**config.mk**
```make
export PLATFORM = sky130hd
export DESIGN_NAME = threshold_brightness_contrast_pixel
export DESIGN_NICKNAME = d
export VERILOG_FILES = /design/src/rtl/core/tbcp_pkg.sv /design/src/rtl/core/tbcp_fifo.sv /design/src/rtl/core/tbcp_setup.sv /design/src/rtl/core/tbcp_front.sv /design/src/rtl/core/tbcp_back.sv /design/src/rtl/core/threshold_brightness_contrast_pixel.sv
export SDC_FILE = /design/constraint.sdc
export NUM_CORES = 1
export LEC_CHECK = 0
export BUFFER_PORTS_ARGS = -buffer_cell sky130_fd_sc_hd__buf_4
export CAP_MARGIN = 10
export CORE_MARGIN = 2
export CORE_UTILIZATION = 35
export DETAILED_ROUTE_END_ITERATION = 12
export GPL_TIMING_DRIVEN = 0
export SYNTH_ARGS = -nofsm -noshare
export SYNTH_HDL_FRONTEND = slang
export SYNTH_SLANG_ARGS = --single-unit
```
**constraint.sdc**
```tcl
create_clock -name clk_i -period 6.4 [get_ports clk_i]
set_clock_uncertainty 0.05 [all_clocks]
set_input_delay 0.64 -clock clk_i [delete_from_list [all_inputs] [get_ports clk_i]]
set_output_delay 0.64 -clock clk_i [all_outputs]
set_load 0.02 [all_outputs]
```
**src/rtl/core/tbcp_pkg.sv**
```systemverilog
// Shared types and constants for the threshold / brightness / contrast pixel block.
// Used by every module under rtl/core except tbcp_fifo; depends on nothing.
`default_nettype none

package tbcp_pkg;

  // Field and register widths
  localparam int unsigned PixW  = 8;
  localparam int unsigned CfgW  = 9;
  localparam int unsigned IdxW  = 2;

  // Gain is unsigned Q9.16, up to 2^24 for the steepest stretch
  localparam int unsigned GainW = 25;
  localparam int unsigned ProdW = PixW + GainW;
  localparam int unsigned FracW = 16;

  // Combined additive term and the pre-clamp value
  localparam int unsigned BiasW = 17;
  localparam int unsigned ValW  = 18;

  // Setup divider: one quotient bit per step
  localparam int unsigned DivSteps = GainW;
  localparam int unsigned DivCntW  = $clog2(DivSteps);
  localparam int unsigned DenW     = 9;
  localparam int unsigned DiffW    = 35;

  // Queue depths
  localparam int unsigned MidDepthDef = 4;
  localparam int unsigned OutDepthDef = 2;

  // Register indexes
  localparam logic [IdxW-1:0] RegThreshold  = 2'd0;
  localparam logic [IdxW-1:0] RegBrightness = 2'd1;
  localparam logic [IdxW-1:0] RegContrast   = 2'd2;

  // Reset mapping is the identity
  localparam logic [GainW-1:0] GainUnity = 25'd65536;

  // Front-end gating from the setup unit
  typedef struct packed {
    logic [CfgW-1:0] threshold;
    logic            busy;
  } tbcp_gate_t;

  // Mapping parameters for the back end
  typedef struct packed {
    logic [GainW-1:0]        gain;
    logic signed [BiasW-1:0] bias;
    logic [PixW-1:0]         lo;
    logic [PixW-1:0]         hi;
  } tbcp_map_t;

endpackage

`default_nettype wire

```
**src/rtl/core/tbcp_fifo.sv**
```systemverilog
// Small register queue with first-word output, used between front and back and at the output.
// Depends on nothing; Depth must be at least 2.
`default_nettype none

module tbcp_fifo #(
  parameter int unsigned Width = 8,
  parameter int unsigned Depth = 2
) (
  input  wire logic             clk_i,
  input  wire logic             rst_ni,
  input  wire logic             push_i,
  input  wire logic [Width-1:0] data_i,
  output logic                  full_o,
  input  wire logic             pop_i,
  output logic [Width-1:0]      data_o,
  output logic                  empty_o
);

  localparam int unsigned PtrW = $clog2(Depth);
  localparam int unsigned CntW = $clog2(Depth + 1);

  logic [Width-1:0] mem_q [Depth];
  logic [PtrW-1:0]  wr_ptr_q, wr_ptr_d;
  logic [PtrW-1:0]  rd_ptr_q, rd_ptr_d;
  logic [CntW-1:0]  cnt_q, cnt_d;
  logic             do_push, do_pop;

  assign full_o  = (cnt_q == CntW'(Depth));
  assign empty_o = (cnt_q == '0);
  assign data_o  = mem_q[rd_ptr_q];
  assign do_push = push_i && !full_o;
  assign do_pop  = pop_i && !empty_o;

  // Advance pointers with wrap and track occupancy
  always_comb begin
    wr_ptr_d = wr_ptr_q;
    rd_ptr_d = rd_ptr_q;
    cnt_d    = cnt_q;
    if (do_push) begin
      wr_ptr_d = (wr_ptr_q == PtrW'(Depth - 1)) ? '0 : wr_ptr_q + PtrW'(1);
    end
    if (do_pop) begin
      rd_ptr_d = (rd_ptr_q == PtrW'(Depth - 1)) ? '0 : rd_ptr_q + PtrW'(1);
    end
    if (do_push && !do_pop) begin
      cnt_d = cnt_q + CntW'(1);
    end else if (!do_push && do_pop) begin
      cnt_d = cnt_q - CntW'(1);
    end
  end

  always_ff @(posedge clk_i or negedge rst_ni) begin
    if (!rst_ni) begin
      wr_ptr_q <= '0;
      rd_ptr_q <= '0;
      cnt_q    <= '0;
    end else begin
      wr_ptr_q <= wr_ptr_d;
      rd_ptr_q <= rd_ptr_d;
      cnt_q    <= cnt_d;
    end
  end

  // Store the incoming item
  always_ff @(posedge clk_i) begin
    if (do_push) begin
      mem_q[wr_ptr_q] <= data_i;
    end
  end

endmodule

`default_nettype wire

```
**src/rtl/core/tbcp_setup.sv**
```systemverilog
// Configuration registers and the setup unit that derives gain, clamp bounds and bias.
// Depends on tbcp_pkg; the gain division runs one quotient bit per cycle.
`default_nettype none

module tbcp_setup (
  input  wire logic                        clk_i,
  input  wire logic                        rst_ni,
  input  wire logic                        cfg_valid_i,
  output logic                             cfg_ready_o,
  input  wire logic [tbcp_pkg::IdxW-1:0]   cfg_index_i,
  input  wire logic [tbcp_pkg::CfgW-1:0]   cfg_data_i,
  output tbcp_pkg::tbcp_gate_t             gate_o,
  output tbcp_pkg::tbcp_map_t              map_o
);

  import tbcp_pkg::*;

  localparam logic [2:0] StIdle = 3'd0;
  localparam logic [2:0] StLoad = 3'd1;
  localparam logic [2:0] StDiv  = 3'd2;
  localparam logic [2:0] StDiff = 3'd3;
  localparam logic [2:0] StOffx = 3'd4;
  localparam logic [2:0] StBias = 3'd5;

  logic [2:0]              state_q, state_d;
  logic [CfgW-1:0]         thr_q, thr_d;
  logic [CfgW-1:0]         bright_q, bright_d;
  logic [CfgW-1:0]         contr_q, contr_d;
  logic [GainW-1:0]        num_q, num_d;
  logic [PixW-1:0]         rem_q, rem_d;
  logic [DenW-1:0]         den_q, den_d;
  logic [DivCntW-1:0]      cnt_q, cnt_d;
  logic [GainW-1:0]        gain_q, gain_d;
  logic signed [DiffW-1:0] diff_q, diff_d;
  logic signed [BiasW-1:0] offx_q, offx_d;
  logic signed [BiasW-1:0] bias_q, bias_d;
  logic [PixW-1:0]         lo_q, lo_d;
  logic [PixW-1:0]         hi_q, hi_d;

  logic                    wr, restart;
  logic [CfgW-1:0]         contr_sat;
  logic [PixW-1:0]         neg_span;
  logic [DenW-1:0]         pos_den;
  logic [CfgW:0]           lo_twice;
  logic [DenW-1:0]         trial;
  logic                    qbit;
  logic [DiffW-1:0]        gain_x255;
  logic [DiffW-1:0]        diff_mag;
  logic [DiffW-FracW-3:0]  offx_mag;

  assign cfg_ready_o = 1'b1;
  assign wr          = cfg_valid_i;
  assign restart     = wr && (cfg_index_i == RegBrightness || cfg_index_i == RegContrast);

  // Saturate the most negative contrast code
  assign contr_sat = (cfg_data_i == {1'b1, {(CfgW-1){1'b0}}}) ?
                     {1'b1, {(CfgW-2){1'b0}}, 1'b1} : cfg_data_i;

  // Negative contrast: 255 + c; positive: 256 - c
  assign neg_span = PixW'(CfgW'(255) + contr_q);
  assign pos_den  = DenW'(10'd256 - {contr_q[CfgW-1], contr_q});
  assign lo_twice = (CfgW+1)'(1) - {contr_q[CfgW-1], contr_q};

  // One restoring division step
  assign trial = {rem_q, num_q[GainW-1]};
  assign qbit  = (trial >= den_q);

  // 255 * g as a shift and subtract
  assign gain_x255 = {{(DiffW-GainW-8){1'b0}}, gain_q, 8'd0} -
                     {{(DiffW-GainW){1'b0}}, gain_q};

  // Centering offset truncates toward zero
  assign diff_mag = diff_q[DiffW-1] ? DiffW'(-diff_q) : DiffW'(diff_q);
  assign offx_mag = diff_mag[DiffW-2:FracW+1];

  always_comb begin
    state_d  = state_q;
    thr_d    = thr_q;
    bright_d = bright_q;
    contr_d  = contr_q;
    num_d    = num_q;
    rem_d    = rem_q;
    den_d    = den_q;
    cnt_d    = cnt_q;
    gain_d   = gain_q;
    diff_d   = diff_q;
    offx_d   = offx_q;
    bias_d   = bias_q;
    lo_d     = lo_q;
    hi_d     = hi_q;

    // Take register writes
    if (wr) begin
      case (cfg_index_i)
        RegThreshold:  thr_d    = cfg_data_i;
        RegBrightness: bright_d = cfg_data_i;
        RegContrast:   contr_d  = contr_sat;
        default: ;
      endcase
    end

    case (state_q)
      StIdle: ;
      StLoad: begin
        // Set up dividend, divisor and clamp bounds
        rem_d = '0;
        cnt_d = '0;
        if (contr_q[CfgW-1]) begin
          num_d = {1'b0, neg_span, 16'h007F};
          den_d = DenW'(255);
          lo_d  = lo_twice[PixW:1];
          hi_d  = PixW'(255) - lo_twice[PixW:1];
        end else begin
          num_d = {1'b1, 16'd0, pos_den[DenW-1:1]};
          den_d = pos_den;
          lo_d  = '0;
          hi_d  = PixW'(255);
        end
        state_d = StDiv;
      end
      StDiv: begin
        // Shift in one quotient bit
        rem_d = qbit ? PixW'(trial - den_q) : trial[PixW-1:0];
        num_d = {num_q[GainW-2:0], qbit};
        cnt_d = cnt_q + DivCntW'(1);
        if (cnt_q == DivCntW'(DivSteps - 1)) begin
          state_d = StDiff;
        end
      end
      StDiff: begin
        gain_d = num_q;
        state_d = StOffx;
      end
      StOffx: begin
        // 2^24 - 255*g, only for stretching contrast
        if (contr_q[CfgW-1]) begin
          diff_d = '0;
        end else begin
          diff_d = $signed(DiffW'(1 << 24) - gain_x255);
        end
        state_d = StBias;
      end
      StBias: begin
        offx_d  = diff_q[DiffW-1] ? -$signed(BiasW'(offx_mag)) : $signed(BiasW'(offx_mag));
        state_d = StIdle;
      end
      default: state_d = StIdle;
    endcase

    // Fold brightness, low bound and centering offset into one term
    if (state_q == StIdle && offx_q != bias_q) begin
      bias_d = bias_q;
    end
    if (state_q == StBias) begin
      bias_d = $signed({{(BiasW-CfgW){bright_q[CfgW-1]}}, bright_q}) +
               $signed({{(BiasW-PixW){1'b0}}, lo_q}) +
               (diff_q[DiffW-1] ? -$signed(BiasW'(offx_mag)) : $signed(BiasW'(offx_mag)));
    end

    // Restart setup on any write that moves the mapping
    if (restart) begin
      state_d = StLoad;
    end
  end

  always_ff @(posedge clk_i or negedge rst_ni) begin
    if (!rst_ni) begin
      state_q  <= StIdle;
      thr_q    <= '0;
      bright_q <= '0;
      contr_q  <= '0;
      gain_q   <= GainUnity;
      offx_q   <= '0;
      bias_q   <= '0;
      lo_q     <= '0;
      hi_q     <= PixW'(255);
    end else begin
      state_q  <= state_d;
      thr_q    <= thr_d;
      bright_q <= bright_d;
      contr_q  <= contr_d;
      gain_q   <= gain_d;
      offx_q   <= offx_d;
      bias_q   <= bias_d;
      lo_q     <= lo_d;
      hi_q     <= hi_d;
    end
  end

  // Divider working registers
  always_ff @(posedge clk_i) begin
    num_q  <= num_d;
    rem_q  <= rem_d;
    den_q  <= den_d;
    cnt_q  <= cnt_d;
    diff_q <= diff_d;
  end

  assign gate_o.threshold = thr_q;
  assign gate_o.busy      = (state_q != StIdle);
  assign map_o.gain       = gain_q;
  assign map_o.bias       = bias_q;
  assign map_o.lo         = lo_q;
  assign map_o.hi         = hi_q;

endmodule

`default_nettype wire

```
**src/rtl/core/tbcp_front.sv**
```systemverilog
// Front end: accepts pixels, applies the threshold and hands items to the middle queue.
// Depends on tbcp_pkg for the gate struct from the setup unit.
`default_nettype none

module tbcp_front (
  input  wire logic                       push_i,
  output logic                            full_o,
  input  wire logic [tbcp_pkg::PixW-1:0]  pixel_in_i,
  input  wire tbcp_pkg::tbcp_gate_t       gate_i,
  input  wire logic                       q_full_i,
  output logic                            q_push_o,
  output logic [tbcp_pkg::PixW-1:0]       q_data_o
);

  import tbcp_pkg::*;

  logic below;

  // Hold off input while the queue is full or setup is running
  assign full_o   = q_full_i || gate_i.busy;
  assign q_push_o = push_i && !full_o;

  // Drop pixels below the threshold to zero
  assign below    = ({1'b0, pixel_in_i} < gate_i.threshold);
  assign q_data_o = below ? '0 : pixel_in_i;

endmodule

`default_nettype wire

```
**src/rtl/core/tbcp_back.sv**
```systemverilog
// Back end: scales by the gain, rounds, adds the bias and clamps to the output range.
// Depends on tbcp_pkg; one multiply stage, then add and clamp into the output queue.
`default_nettype none

module tbcp_back (
  input  wire logic                       clk_i,
  input  wire logic                       rst_ni,
  input  wire logic                       q_empty_i,
  input  wire logic [tbcp_pkg::PixW-1:0]  q_data_i,
  output logic                            q_pop_o,
  input  wire tbcp_pkg::tbcp_map_t        map_i,
  input  wire logic                       out_full_i,
  output logic                            out_push_o,
  output logic [tbcp_pkg::PixW-1:0]       out_data_o
);

  import tbcp_pkg::*;

  logic                    v1_q;
  logic [ProdW-1:0]        prod_q;
  logic                    advance;
  logic [ValW-1:0]         scaled;
  logic signed [ValW-1:0]  val;
  logic signed [ValW-1:0]  lo_ext, hi_ext;

  // Advance the multiply stage unless its item is blocked
  assign advance    = !v1_q || !out_full_i;
  assign q_pop_o    = advance && !q_empty_i;
  assign out_push_o = v1_q && !out_full_i;

  always_ff @(posedge clk_i or negedge rst_ni) begin
    if (!rst_ni) begin
      v1_q <= 1'b0;
    end else if (advance) begin
      v1_q <= q_pop_o;
    end
  end

  always_ff @(posedge clk_i) begin
    if (q_pop_o) begin
      prod_q <= ProdW'(q_data_i) * ProdW'(map_i.gain);
    end
  end

  // Round half up and add the combined offset
  assign scaled = {{(ValW-(ProdW-FracW)){1'b0}}, prod_q[ProdW-1:FracW]} +
                  ValW'(prod_q[FracW-1]);
  assign val    = $signed(scaled) +
                  $signed({{(ValW-BiasW){map_i.bias[BiasW-1]}}, map_i.bias});
  assign lo_ext = $signed({{(ValW-PixW){1'b0}}, map_i.lo});
  assign hi_ext = $signed({{(ValW-PixW){1'b0}}, map_i.hi});

  // Clamp, low bound first
  always_comb begin
    if (val < lo_ext) begin
      out_data_o = map_i.lo;
    end else if (val > hi_ext) begin
      out_data_o = map_i.hi;
    end else begin
      out_data_o = val[PixW-1:0];
    end
  end

endmodule

`default_nettype wire

```
**src/rtl/core/threshold_brightness_contrast_pixel.sv**
```systemverilog
// Top level of the threshold / brightness / contrast pixel block.
// Depends on tbcp_pkg, tbcp_setup, tbcp_front, tbcp_fifo and tbcp_back.
`default_nettype none

// Takes one 8-bit pixel per cycle on a queue-style port while full is low and returns one
// adjusted pixel per input, in order. Sustained rate is one item per clock when nothing
// stalls; an item is registered in the middle queue, then the multiply stage, then the
// output queue, from which it shows on the result ports. A write to the brightness or
// contrast register starts the setup unit, whose gain divider produces one quotient bit per
// cycle; full stays high until that setup pass is done. Threshold writes take effect at
// once. After reset the mapping is the identity and no setup pass runs.
module threshold_brightness_contrast_pixel #(
  parameter int unsigned MidDepth = tbcp_pkg::MidDepthDef,
  parameter int unsigned OutDepth = tbcp_pkg::OutDepthDef
) (
  input  wire logic                       clk_i,
  input  wire logic                       rst_ni,
  input  wire logic                       cfg_valid_i,
  output logic                            cfg_ready_o,
  input  wire logic [tbcp_pkg::IdxW-1:0]  cfg_index_i,
  input  wire logic [tbcp_pkg::CfgW-1:0]  cfg_data_i,
  input  wire logic                       push,
  output logic                            full,
  input  wire logic [tbcp_pkg::PixW-1:0]  pixel_in_i,
  output logic                            empty,
  input  wire logic                       pop,
  output logic [tbcp_pkg::PixW-1:0]       pixel_out_o
);

  import tbcp_pkg::*;

  tbcp_gate_t      gate;
  tbcp_map_t       map;
  logic            mid_push, mid_full, mid_pop, mid_empty;
  logic [PixW-1:0] mid_wdata, mid_rdata;
  logic            out_push, out_full;
  logic [PixW-1:0] out_wdata;

  // Configuration and derived mapping
  tbcp_setup u_setup (
    .clk_i       (clk_i),
    .rst_ni      (rst_ni),
    .cfg_valid_i (cfg_valid_i),
    .cfg_ready_o (cfg_ready_o),
    .cfg_index_i (cfg_index_i),
    .cfg_data_i  (cfg_data_i),
    .gate_o      (gate),
    .map_o       (map)
  );

  // Accept and threshold
  tbcp_front u_front (
    .push_i     (push),
    .full_o     (full),
    .pixel_in_i (pixel_in_i),
    .gate_i     (gate),
    .q_full_i   (mid_full),
    .q_push_o   (mid_push),
    .q_data_o   (mid_wdata)
  );

  // Decouple front and back
  tbcp_fifo #(
    .Width (PixW),
    .Depth (MidDepth)
  ) u_mid_q (
    .clk_i   (clk_i),
    .rst_ni  (rst_ni),
    .push_i  (mid_push),
    .data_i  (mid_wdata),
    .full_o  (mid_full),
    .pop_i   (mid_pop),
    .data_o  (mid_rdata),
    .empty_o (mid_empty)
  );

  // Scale, offset and clamp
  tbcp_back u_back (
    .clk_i      (clk_i),
    .rst_ni     (rst_ni),
    .q_empty_i  (mid_empty),
    .q_data_i   (mid_rdata),
    .q_pop_o    (mid_pop),
    .map_i      (map),
    .out_full_i (out_full),
    .out_push_o (out_push),
    .out_data_o (out_wdata)
  );

  // Hold results until taken
  tbcp_fifo #(
    .Width (PixW),
    .Depth (OutDepth)
  ) u_out_q (
    .clk_i   (clk_i),
    .rst_ni  (rst_ni),
    .push_i  (out_push),
    .data_i  (out_wdata),
    .full_o  (out_full),
    .pop_i   (pop),
    .data_o  (pixel_out_o),
    .empty_o (empty)
  );

endmodule

`default_nettype wire

```
== After elaboration in Yosys (flattened, before gate mapping) ==
Memory sizes are Yosys's and may differ from the RTL's.
Index checks and enable logic that the tools add are counted.
W data, S select, Z words.
Operators by class
  mux-type cells: 28
  equal/unequal tests: 15
  order comparisons: 4
  add/sub/neg operators: 22
  multiply operators: 1
  reductions and logical operators: 37
Operators by type and width (count)
  $pmux W25 S2: 1
  $mux W8: 6
  $sub A25 B35 Y35 const A: 1
  $mux W34: 1
  $neg A34 Y34: 1
  $sub A33 B25 Y34: 1
  $mul A8 B25 Y33: 1
  $mux W25: 1
  $add A17 B1 Y18: 1
  $add A18 B17 Y18: 1
  $gt A18 B9 Y1: 1
  $lt A18 B9 Y1: 1
  $add A17 B17 Y17: 1
  $mux W17: 1
  $neg A17 Y17: 1
  $pmux W8 S2: 1
  $pmux W3 S5: 1
  $logic_and A1 B1 Y1: 12
  $mux W3: 4
  $add A9 B9 Y10: 1
  $logic_not A1 Y1: 10
  $pmux W5 S2: 1
  $eq A3 B3 Y1 const B: 3
  $eq A9 B9 Y1 const B: 1
  other kinds (29): 53
Storage, ports and cells
  bits in registers: 215
  RAM bits: 48
  memories kept: 2
Memory list
  u_mid_q.mem_q: depth 4, bits a word 8, rd ports 1, clocked after memory_dff 0, write ports 1, line tbcp_fifo.sv:22  | logic [Width-1:0] mem_q [Depth];
  u_out_q.mem_q: depth 2, bits a word 8, rd ports 1, clocked after memory_dff 0, write ports 1, line tbcp_fifo.sv:22

== Logic depth before layout (Yosys ltp) ==
  depth in word-level cells: 9
  mapped depth: 22
  depth with buffers taken out: 22

== Modules after synthesis ==
A second synthesis with hierarchy kept.
Second synthesis, totals
  cell total of the unflattened synthesis: 2012
  area, all modules: 21017.7 sq um
Modules (own cells, without submodules)
  tbcp_setup: instances 1, sequential area each 4675.7 sq um, area each 10712.8 sq um, cells an instance 1013
  tbcp_back: instances 1, sequential area each 565.5 sq um, area each 7654.8 sq um, cells an instance 839
  tbcp_fifo (u_mid_q): instances 1, sequential area each 1136.1 sq um, area each 1596.5 sq um, cells an instance 79
  tbcp_fifo (u_out_q): instances 1, sequential area each 580.6 sq um, area each 782.0 sq um, cells an instance 44
  tbcp_front: instances 1, sequential area each 0.0 sq um, area each 271.5 sq um, cells an instance 37

== Worst setup path after synthesis ==
No wires, ideal clock.
  path kind: register -> register
  start point: register u_mid_q.rd_ptr_q[0]
  end point: register u_back.prod_q[32], data pin
  cell stages (with the launch flop): 22
  clock period less this slack: 6.469 ns
  arrival time: 6.159 ns
  setup slack: -0.069 ns
  setup time: 0.260 ns
  path through: dfrtp_1 > buf_1 > mux4_2 > clkbuf_1 > and2_1 > fa_1 > fa_1 > fa_1 > inv_1 > fa_1 > inv_1 > ha_1 > a22oi_1 > nand2_1 > o21ai_0 > a31oi_1 > a311oi_1 > a211oi_1 > a21o_1 > o21ai_0 > o21bai_1 > xnor2_1
Between the ends
  longest elaborated chain between the ends: 2
RTL lines
  from (decl): line tbcp_fifo.sv:24  | logic [PtrW-1:0] rd_ptr_q, rd_ptr_d;
  from (signal assigned): line tbcp_fifo.sv:59  | rd_ptr_q <= rd_ptr_d;
  $mem_v2 Z4 W8
  $mul A8 B25 Y33: line tbcp_back.sv:41  | prod_q <= ProdW'(q_data_i) * ProdW'(map_i.gain);
  to (signal assigned): line tbcp_back.sv:41
  to (decl): line tbcp_back.sv:20  | logic [ProdW-1:0] prod_q;
No other way between the ends.
A chain may end at the register's enable or synchronous reset.

== Final worst setup path ==
  start point: register u_mid_q.rd_ptr_q[0]
  end point: register u_back.prod_q[27], data pin
Same word-level chain as after synthesis.

==> impl_results.md <==
* TritonCTS clock tree: done
* Mapped Cells at 2082
* Share of the synthesized area in the top cell type at 21.3%
* Pins over their slew limit at 0
* Adder-Cell Fraction of Synth Area at 23.0%
* Deepest clock path buffer count at 3
* Total clock sinks at 248
* CP endpoint kind: flip-flop
* Leading cell type in the layout, fill and taps excluded: inv_1
* Fill cells at 5725
* Final setup viols at 0
* Run status: complete, no violations
* XOR/XNOR share of the synthesized area at 5.66%
* CP Cell Sequence: clkbuf_16, mux4_2, buf_8, and2_1, fa_1, fa_1, fa_1, inv_1, fa_1, inv_1, ha_1, a22oi_2, nand2_1, o21ai_4, a31oi_4, a311oi_2, buf_4, a211oi_4, a21bo_2, a21o_1, a21oi_2, xnor2_2
* All-Layer GR Usage at 17.5%
* Vias per Instance at 5.21
* CTS Buf Count at 29
* Pin count of the biggest net entering global routing at 71
* Post-synthesis mux area share at 6.04%
* H-tree depth at 1
* DRT iter0 DRCs at 960
* Main flop type after synthesis: edfxtp_1
* Top post-synthesis cells by area: edfxtp_1, fa_1, dfrtp_1
* I/O pin cnt at 35
* Post-synth top area cell: edfxtp_1
* Die Y at 248 um
* Post-DRT Antenna Nets at 0
* Initial core utilization at 35.4%
* CP max stage delay at 600 ps
* Clock root cell: clkbuf_16
* Die ar. at 0.0617 mm2
* Post-synthesis compound-gate area fraction at 10.3%
* Sequential area share after synthesis at 33.3%
* Crit-path slowest cell: mux4_2
* Via count at 15.5k
* Post-synth cell types at 78
* Drt drc at 0
* Die Wd at 248 um
* R2R setup slack at 160 ps
* Largest family of logic cells by synthesized area: adder cells
* Fraction of layout cells with a size suffix above 1 at 12.5%
* Post-synthesis cell area at 0.0209 mm2
* Cell Area, Placed at 0.0222 mm2
* Initial antenna violation count at 0
* Slew @ Worst Pin at 1160 ps
* Total grt overflow at 0
* Crit path kind: flip-flop to flip-flop
* CORE AREA at 0.0590 mm2
* Diodes inserted at 0
* Dpl hpwl at 41.4 mm
* Vias in the first global route at 15.7k
* Yosys reg bits at 248
* Site row count at 89
* Post-synth ARST share at 40.3%
* Post-synthesis simple-gate area fraction at 16.3%
* First-pass iteration count of the detailed router at 5
* Critical path startpoint category: flip-flop
* Synthesis-to-finish area growth at 13.4%
* First-pass GRT wire length at 84.9 mm
* Drt total wl at 53.5 mm
* Final Cell Area at 0.0237 mm2
* Hold WC Path Type: input pin to flip-flop
* Skew-Pair Late Insertion Delay at 570 ps
* Gpl congestion at 0.887
* Highest clock rate at 160 MHz
* Syn_area_per_cell at 10.0 um2
* Final hold viol count at 0
* Final cycle utilization of the critical path at 97.4%
* Required time of the worst setup path at 6650 ps
* Synthesis Warnings at 0
* Syn nets at 2404
* IO buf count at 33
* Drt wl/cell at 18.0 um
* Slew HR at 22.7%
* Max-cap violations at 0
* Post-layout minimum cycle time at 6240 ps
* Crit-path max FO at 7
* Clock slew at reported path FFs at 60 ps
* Final #Nets at 2501
* Most frequent CP cell: fa_1
* Crit path DAT at 6490 ps
* Number of flops mapped to enable cells by yosys at 148
* Most frequent cells in the layout: inv_1, nand2_1, and2_1, ha_1, edfxtp_1
## synthesized netlist by cell type (5+ instances only)
master and number:
a211oi_1 11, a21boi_0 10, a21o_1 28, a21oi_1 84
a22oi_1 8, a31oi_1 11, and2_1 158, and3_1 12
and4_1 6, clkbuf_1 66, dfrtp_1 91, dfstp_2 9
edfxtp_1 148, fa_1 143, ha_1 155, inv_1 228
mux2_2 73, mux2i_1 26, mux4_2 8, nand2_1 168
nand2b_1 17, nand3_1 27, nand4_1 17, nor2_1 129
nor2b_1 20, nor3_1 41, nor4_1 12, o211ai_1 6
o21a_1 18, o21ai_0 84, o21bai_1 15, o31ai_1 8
o41ai_1 5, or2_2 16, or3_1 17, or4_1 7
xnor2_1 81, xor2_1 54
## metrics by stage
stage | setup TNS [ps] | util [%] | setup slack [ps] | hold slack (ps) | cells
after CTS | 0 | 39.6 | 61.4 | 277 | 2957
after global placement | -15020 | 37.5 | -1310 | 427 | 2888
after global routing | -63.6 | 40.2 | -32.1 | 292 | 2974
after floorplan | 0 | - | 156 | 294 | 2082
final | 0 | 40.2 | 164 | 299 | 2974
after detailed placement | -17950 | 37.5 | -1530 | 431 | 2890
## final timing paths
kind | from | end | depth (start not counted)
worst min register to register | u_setup.bias_q[9]$_DFFE_PN0N_ | u_setup.bias_q[9]$_DFFE_PN0N_ | 2
min in group asynchronous | rst_ni | u_mid_q.wr_ptr_q[0]$_DFFE_PN0P_ | 2
max in group asynchronous | rst_ni | u_setup.hi_q[7]$_DFFE_PN1P_ | 3
worst min-delay path | cfg_data_i[0] | u_setup.bright_q[0]$_DFFE_PN0P_ | 2
worst max register to register | u_mid_q.rd_ptr_q[0]$_DFFE_PN0P_ | u_back.prod_q[27]$_DFFE_PP_ | 22
worst max-delay path | u_mid_q.rd_ptr_q[0]$_DFFE_PN0P_ | u_back.prod_q[27]$_DFFE_PP_ | 22
## cells by family (layout without fill, tap and decap cells)
kind of cell / count (synthesis) / count (layout)
fa+ha+maj: 298 / 298
xor+xnor: 135 / 135
mux: 107 / 107
buf+inv: 298 / 417
compound gates: 332 / 332
flops: 248 / 248
other cells: 1 / 1
simple gates: 663 / 663
## area by class of cell
cell class              count  area [um2]  share of cell area [%]
well taps                 773         967                    4.08
inverters                 228         856                    3.61
clock inverters            22         253                    1.07
multi-input cells        1536       13000                    54.7
repair buffers             66         562                    2.37
flip-flops and latches    248        6960                    29.4
plain buffers              70         397                    1.67
clock buffers              31         733                    3.09
## sequential cells by signal, summed over array words and instances (netlist names), 9 cells and up
name,cells
u_setup.num_q,25
u_out_q.mem_q,16
u_setup.bright_q,9
u_back.prod_q,18
u_setup.gain_q,25
u_mid_q.mem_q,32
u_setup.bias_q,17
u_setup.diff_q,35
u_setup.den_q,9
u_setup.contr_q,9
u_setup.thr_q,9
## worst max-delay path: cells and delay by family, from the launching register on
kind            cells  cell delay, ps
fa+ha+maj           5            2430
compound gates      8            1470
buf+inv             5             640
mux                 1             600
flops               1             420
simple gates        2             270
xor+xnor            1              90
## routing by layer
layer | routed length [um] | GRT usage, % | up-vias
li1 | - | - | 7306
met1 | 24300 | 24.0 | 7719
met2 | 24600 | 28.6 | 367
met3 | 2280 | 1.83 | 106
met4 | 2260 | 6.27 | 0
met5 | 0 | 0 | -
## timing repair
| item | in CTS | in global routing |
|---|---|---|
| resized for setup | 38 | 53 |
| gates cloned | 0 | 1 |
| hold endpoints to repair | 27 | 0 |
| hold buffers | 1 | 0 |
| endpoints found under the setup margin | 17 | 8 |
| buffers inserted | 13 | 15 |
| pin swaps | 4 | 34 |
Power is not shown: default switching activity piles up to over one toggle a cycle in this logic, so the estimate is an artifact.
